==> config.mk <==
export PLATFORM = sky130hd
export DESIGN_NAME = npc_cell
export DESIGN_NICKNAME = d
export VERILOG_FILES = /design/src/rtl/npc_pkg.sv /design/src/rtl/npc_cell.sv
export SDC_FILE = /design/constraint.sdc
export NUM_CORES = 1
export LEC_CHECK = 0
export ABC_AREA = 1
export BUFFER_PORTS_ARGS = -buffer_cell sky130_fd_sc_hd__buf_2
export CAP_MARGIN = 20
export CORE_MARGIN = 5
export CORE_UTILIZATION = 40
export DETAILED_ROUTE_END_ITERATION = 12
export SYNTH_ARGS = -nofsm -noshare
export SYNTH_HDL_FRONTEND = slang
export SYNTH_SLANG_ARGS = --single-unit
==> constraint.sdc <==
create_clock -name clk -period 4.8 [get_ports clk]
set_clock_uncertainty 0.05 [all_clocks]
set_input_delay 0.48 -clock clk [delete_from_list [all_inputs] [get_ports clk]]
set_output_delay 0.48 -clock clk [all_outputs]
set_load 0.01 [all_outputs]
==> src/rtl/npc_pkg.sv <==
package npc_pkg;

	localparam int unsigned IDX_W     = 8;
	localparam int unsigned COMP_W    = 8;
	localparam int unsigned COLOR_W   = 3 * COMP_W;
	localparam int unsigned SQ_W      = 2 * COMP_W;
	localparam int unsigned DIST_W    = 18;
	localparam int unsigned NUM_CELLS = 3;
	localparam int unsigned SCAN_W    = IDX_W + 1;
	localparam int unsigned MAX_DIST  = 195075;

	localparam logic ACT_WRITE = 1'b0;
	localparam logic ACT_QUERY = 1'b1;

	typedef logic [IDX_W-1:0]   idx_t;
	typedef logic [COMP_W-1:0]  comp_t;
	typedef logic [COLOR_W-1:0] color_t;
	typedef logic [DIST_W-1:0]  dist_t;

	// one entry travelling down the distance chain
	typedef struct packed {
		logic   valid;
		idx_t   idx;
		color_t color;
		dist_t  sqdist;
	} beat_t;

	typedef enum logic [1:0] {
		ST_IDLE,
		ST_SCAN,
		ST_HOLD
	} state_t;

endpackage

==> src/rtl/npc_cell.sv <==
module npc_cell (
	input  logic           clk,
	input  logic           arst_n,
	input  logic           load,
	input  npc_pkg::comp_t query,
	input  logic           flush,
	input  npc_pkg::beat_t beat_in,
	output npc_pkg::beat_t beat_out
);

	npc_pkg::comp_t  query_q;
	npc_pkg::comp_t  entry;
	npc_pkg::comp_t  diff;
	logic [npc_pkg::SQ_W-1:0] sq;
	npc_pkg::beat_t  beat_q;

	// the cell works on the top byte and rotates the next channel into place
	assign entry = beat_in.color[npc_pkg::COLOR_W-1 -: npc_pkg::COMP_W];
	assign diff  = (entry >= query_q) ? (entry - query_q) : (query_q - entry);
	assign sq    = diff * diff;

	always_ff @(posedge clk) begin
		if (load) begin
			query_q <= query;
		end
	end

	always_ff @(posedge clk or negedge arst_n) begin
		if (!arst_n) begin
			beat_q <= '0;
		end else begin
			beat_q.valid  <= beat_in.valid && !flush;
			beat_q.idx    <= beat_in.idx;
			beat_q.color  <= {beat_in.color[npc_pkg::COLOR_W-npc_pkg::COMP_W-1:0], entry};
			beat_q.sqdist <= beat_in.sqdist + npc_pkg::DIST_W'(sq);
		end
	end

	assign beat_out = beat_q;

endmodule

# Yosys cells after proc, flatten, opt, wreduce, memory -nomap -nowiden
# Index checks and enable logic that the tools add are counted.
[totals] out_inout_bits=51 reg_bits=59 wordCells=13
[classes] addsub=3 n_reduce_logical=2 multipliers=1 mux=1 magnitude_cmp=1
[op_table] cell="$add 18x16->18" count=1
[op_table] cell="$mul 8x8->16" count=1
[op_table] cell="$sub 8x8->8" count=2
[op_table] cell="$ge 8x8->1" count=1
[op_table] cell="$mux 8" count=1
[op_table] cell="$logic_and 1x1->1" count=1
[op_table] cell="$logic_not 1->1" count=1

# Logic depth before layout (Yosys ltp)
[logic_depth] ltp_word=4 depth_mapped=32 depth_no_buf=31

# Least setup slack after synthesis
# Ideal clock, no wire load.
[synth_timing] path_kind="input to register" from="input port beat_in[34] (netlist name)" to="register beat_q, in the netlist beat_out[15]" path_slack_ns=-0.571 cell_stages=27 required_ns=4.633 arrival_ns=5.205 setup_ns=0.117 n_path_buf=0 path_cell_list="inv_1 -> ha_1 -> inv_1 -> fa_1 -> nand3_1 -> nand2_1 -> nand2_1 -> nand3_4 -> nand2_1 -> nand2_2 -> nor2_1 -> inv_1 -> fa_1 -> inv_1 -> fa_1 -> fa_1 -> inv_1 -> fa_1 -> inv_1 -> ha_1 -> nand2_1 -> o21ai_0 -> nor2_1 -> o21bai_1 -> nand2_1 -> nand3_1 -> nand2_1"
[synth_via] elab_chain_len=4
[synth_lines] item="from (decl)" line="npc_cell.sv:7" text="input npc_pkg::beat_t beat_in,"
[synth_lines] item="$sub 8x8->8 / $ge 8x8->1 (equally long branches)" line="npc_cell.sv:19" text="assign diff = (entry >= query_q) ? (entry - query_q) : (query_q - entry);"
[synth_lines] item="$mux 8 *" line="npc_cell.sv:19"
[synth_lines] item="$mul 8x8->16 *" line="npc_cell.sv:20" text="assign sq = diff * diff;"
[synth_lines] item="$add 18x16->18 *" line="npc_cell.sv:35" text="beat_q.sqdist <= beat_in.sqdist + npc_pkg::DIST_W'(sq);"
[synth_lines] item="to (decl)" line="npc_cell.sv:15" text="npc_pkg::beat_t beat_q;"
# Mark *: on every way between the ends. The rest lies on a longest branch, timed or not.
# A chain may end at the register's enable or synchronous reset.

# Final worst setup path
[layout_timing] from="register query_q[0]" to="register beat_q, in the netlist beat_out[16]"
[layout_via] elab_chain_len=4
[layout_lines] item="from (decl)" line="npc_cell.sv:11" text="npc_pkg::comp_t query_q;"
[layout_lines] item="from (signal assigned)" line="npc_cell.sv:24" text="query_q <= query;"
[layout_lines] item="$sub 8x8->8 / $ge 8x8->1 (equally long branches)" line="npc_cell.sv:19"
[layout_lines] item="$mux 8 *" line="npc_cell.sv:19"
[layout_lines] item="$mul 8x8->16 *" line="npc_cell.sv:20"
[layout_lines] item="$add 18x16->18 *" line="npc_cell.sv:35"
# Marked as above.

==> results.py <==
metrics = {
    "synth": {
        "synth_cells": 528,
        "syn_nets": 688,
        "synth_cell_types": 34,
        "yosysSeqAreaShare_pct": 31.7,
        "yosysWarnings": 0,
        "syn_area_per_cell_um2": 9.06,
        "ys_ff_latch": 59,
        "syn-cell-area_um2": 4790,
    },
    "setup_path": {
        "cpPeakStageDelay_ns": 0.59,
        "crit_arrival_ns": 5.23,
        "cp-start-kind": "flop",
        "critPathCaptureType": "flop",
        "r2r_setup_slack_ns": -0.25,
        "cp_data_required_time_ns": 4.98,
        "slowest_stage": "fa_2",
        "crit_type": "reg -> reg",
        "r2r-start": "query_q[0]",
        "r2r_cells": 25,
        "path_max_fanout": 8,
        "r2r-end": "beat_out[16]",
    },
    "cts": {
        "tritoncts": "yes",
        "cts_sinks": 59,
        "cts-root-buf": "clkbuf_16",
        "cts_hold_buf": 0,
        "htreeDepth": 3,
        "cts.clk_slew.worst_paths_ns": 0.06,
        "clk_latency_ns": 0.34,
        "cts_buffers": 9,
        "clk_path_buf_depth": 2,
    },
    "routing": {
        "wl_per_cell_um": 12.9,
        "ant_nets": 0,
        "drt-vias-per-instance": 4.49,
        "drt-initial-drc-count": 102,
        "routed_wl_um": 11500,
        "route.detailed.drc": 0,
        "vias": 3983,
        "drt-pass1-iter-count": 4,
    },
    "worst_hold_path": {
        "hp-class": "in -> async",
    },
    "status": {
        "outcome": "finished, violations left",
        "violations": "negative setup slack",
    },
    "die": {
        "io_pins": 114,
        "core-area_um2": 11900,
        "die-area_um2": 14300,
        "start_util_pct": 40.3,
        "fp.dieH_um": 119,
        "fp.dieW_um": 119,
        "rows": 40,
    },
    "global_route": {
        "grt_max_degree": 52,
        "grt_pass1_vias": 4307,
        "overflow": 0,
        "grt_use_total_pct": 17.1,
        "grt_pass1_wl_um": 19400,
        "antenna_found_initial": 0,
    },
    "timing": {
        "setup_violations": 9,
        "post-route-period-util_pct": 105,
        "relSlewSlack_pct": 56.7,
        "grt_setup_unrepaired": "true",
        "slew_viol_final": 0,
        "clock.fmax_ghz": 0.198,
        "tightest_slew_ns": 0.649,
        "fin_crit_ns": 5.05,
        "setup_slack_ns": -0.248,
        "hold_viol": 0,
    },
    "finish": {
        "multi_input_area_um2": 3300,
        "seqCellArea_um2": 1520,
        "stdcell_area_um2": 7070,
        "fin_cells": 888,
        "fill_cells": 1035,
        "syn2layout_area_growth_pct": 47.8,
        "nets": 896,
        "drive_above_1_share_pct": 48.2,
        "antenna_cells": 0,
    },
    "place": {
        "hpwl_um": 9210,
        "dp_cells": 854,
        "placement.cell_area_um2": 6230,
        "io_buffers": 113,
        "gp_congestion": 0.823,
    },
    "run": {
        "drv_cap": 0,
    },
}
cells in the final DEF, fill, tap and decap left out, types with 2 or more instances in the layout:
master,count
buf_6,4
nand4_1,5
nand2_4,15
a21oi_2,5
xnor2_2,2
nand2_2,25
buf_2,113
clkinv_4,2
xnor2_1,8
inv_4,3
dfrtp_1,51
nor2_2,9
edfxtp_1,8
xor2_2,3
nor3_1,2
a21oi_4,4
inv_1,108
clkbuf_16,9
nand2_1,70
buf_4,85
inv_6,3
a21o_1,3
nor2_4,8
ha_1,42
o21bai_1,2
nand3_2,8
xor2_1,9
a21oi_1,6
o21ai_2,3
nor2_1,19
o21bai_2,4
inv_2,19
ha_2,2
fa_1,32
nand3_1,16
fa_2,7
ha_4,14
state kept, by name, summed over array words and instances, names as in the netlist:
| register | cells |
|---|---|
| beat_out | 51 |
| query_q | 8 |
kinds of logic after synthesis:
| family | after synthesis | synth area share [%] |
|---|---|---|
| and+or+nand+nor | 182 | 17.4 |
| xor gates and xnor gates | 22 | 4.03 |
| adders and majority gates | 97 | 31.5 |
| DFF | 59 | 31.7 |
| AOI/OAI and AO/OA | 31 | 4.10 |
| buffers and inverters | 137 | 11.3 |
area by class of cell:
cell class / instances / area share (%)
Inverter: 132 / 7.40
Timing Repair Buffer: 202 / 17.7
Sequential cell: 59 / 21.4
Tap cell: 147 / 2.60
Clock inverter: 7 / 1.06
Multi-Input combinational cell: 332 / 46.7
Clock buffer: 9 / 3.18
worst max-delay path, delay by kind of cell (launching register included):
kind | cells | cell delay (ns)
AO/OA/AOI/OAI | 3 | 0.48
adder cells (fa/ha/maj) | 7 | 2.87
buffers and inverters | 5 | 0.38
flip-flops | 1 | 0.38
AND/OR/NAND/NOR | 10 | 0.76
metrics by stage:
stage / setup WS [ns] / util (%) / hold slack, ns / setup TNS [ns]
after floorplan: -0.116 / - / 0.134 / -0.342
after global placement: -0.523 / 52.5 / 0.539 / -4.28
after detailed placement: -0.644 / 52.5 / 0.539 / -5.42
after CTS: -0.148 / 57.9 / 0.182 / -0.892
after global routing: -0.474 / 59.6 / 0.179 / -4.22
final: -0.248 / 59.6 / 0.188 / -1.78
layer usage:
layer  part of all wire (%)  global-route usage (%)  vias to the layer above
li1                       -                       -                     2005
met1                     38                    18.4                     1895
met2                     56                    32.5                       69
met3                    3.9                    3.94                       14
met4                    1.6                    5.73                        0
met5                      0                       0                        -
Yosys cell counts, drive strengths merged:
| library cell | instances | area, um^2 |
|---|---|---|
| a211oi | 1 | 7.51 |
| a21o | 3 | 22.5 |
| a21oi | 15 | 86.3 |
| a31oi | 1 | 6.26 |
| buf | 4 | 37.5 |
| clkbuf | 1 | 3.75 |
| dfrtp | 51 | 1280 |
| edfxtp | 8 | 240 |
| fa | 39 | 781 |
| ha | 58 | 726 |
| inv | 132 | 498 |
| nand2 | 111 | 474 |
| nand3 | 25 | 148 |
| nand3b | 1 | 7.51 |
| nand4 | 5 | 31.3 |
| nor2 | 36 | 153 |
| nor3 | 3 | 15.0 |
| o21ai | 5 | 25.0 |
| o21bai | 6 | 48.8 |
| or2 | 1 | 6.26 |
| xnor2 | 10 | 87.6 |
| xor2 | 12 | 105 |
worst max-delay path by stage:
stage | cells after the start | end | start | slack (ns)
4_1_cts | 26 | beat_out[15] | query_q[0] | -0.15
3_5_place_dp | 28 | beat_out[15] | beat_in[34] | -0.64
6_report | 25 | beat_out[16] | query_q[0] | -0.25
2_1_floorplan | 27 | beat_out[15] | beat_in[34] | -0.12
5_1_grt | 28 | beat_out[15] | query_q[0] | -0.47
3_3_place_gp | 28 | beat_out[15] | beat_in[34] | -0.52
repair_timing:
| item | CTS | global route |
|---|---|---|
| hold endpoints to repair | 0 | 0 |
| resized for setup | 59 | 41 |
| setup endpoints to repair | 12 | 12 |
| pin swaps | 33 | 35 |
| buffers inserted | 11 | 8 |
Power is left out: the tool's default activity adds up to more than one toggle a clock period on the data nets, which glitch-free logic cannot reach.
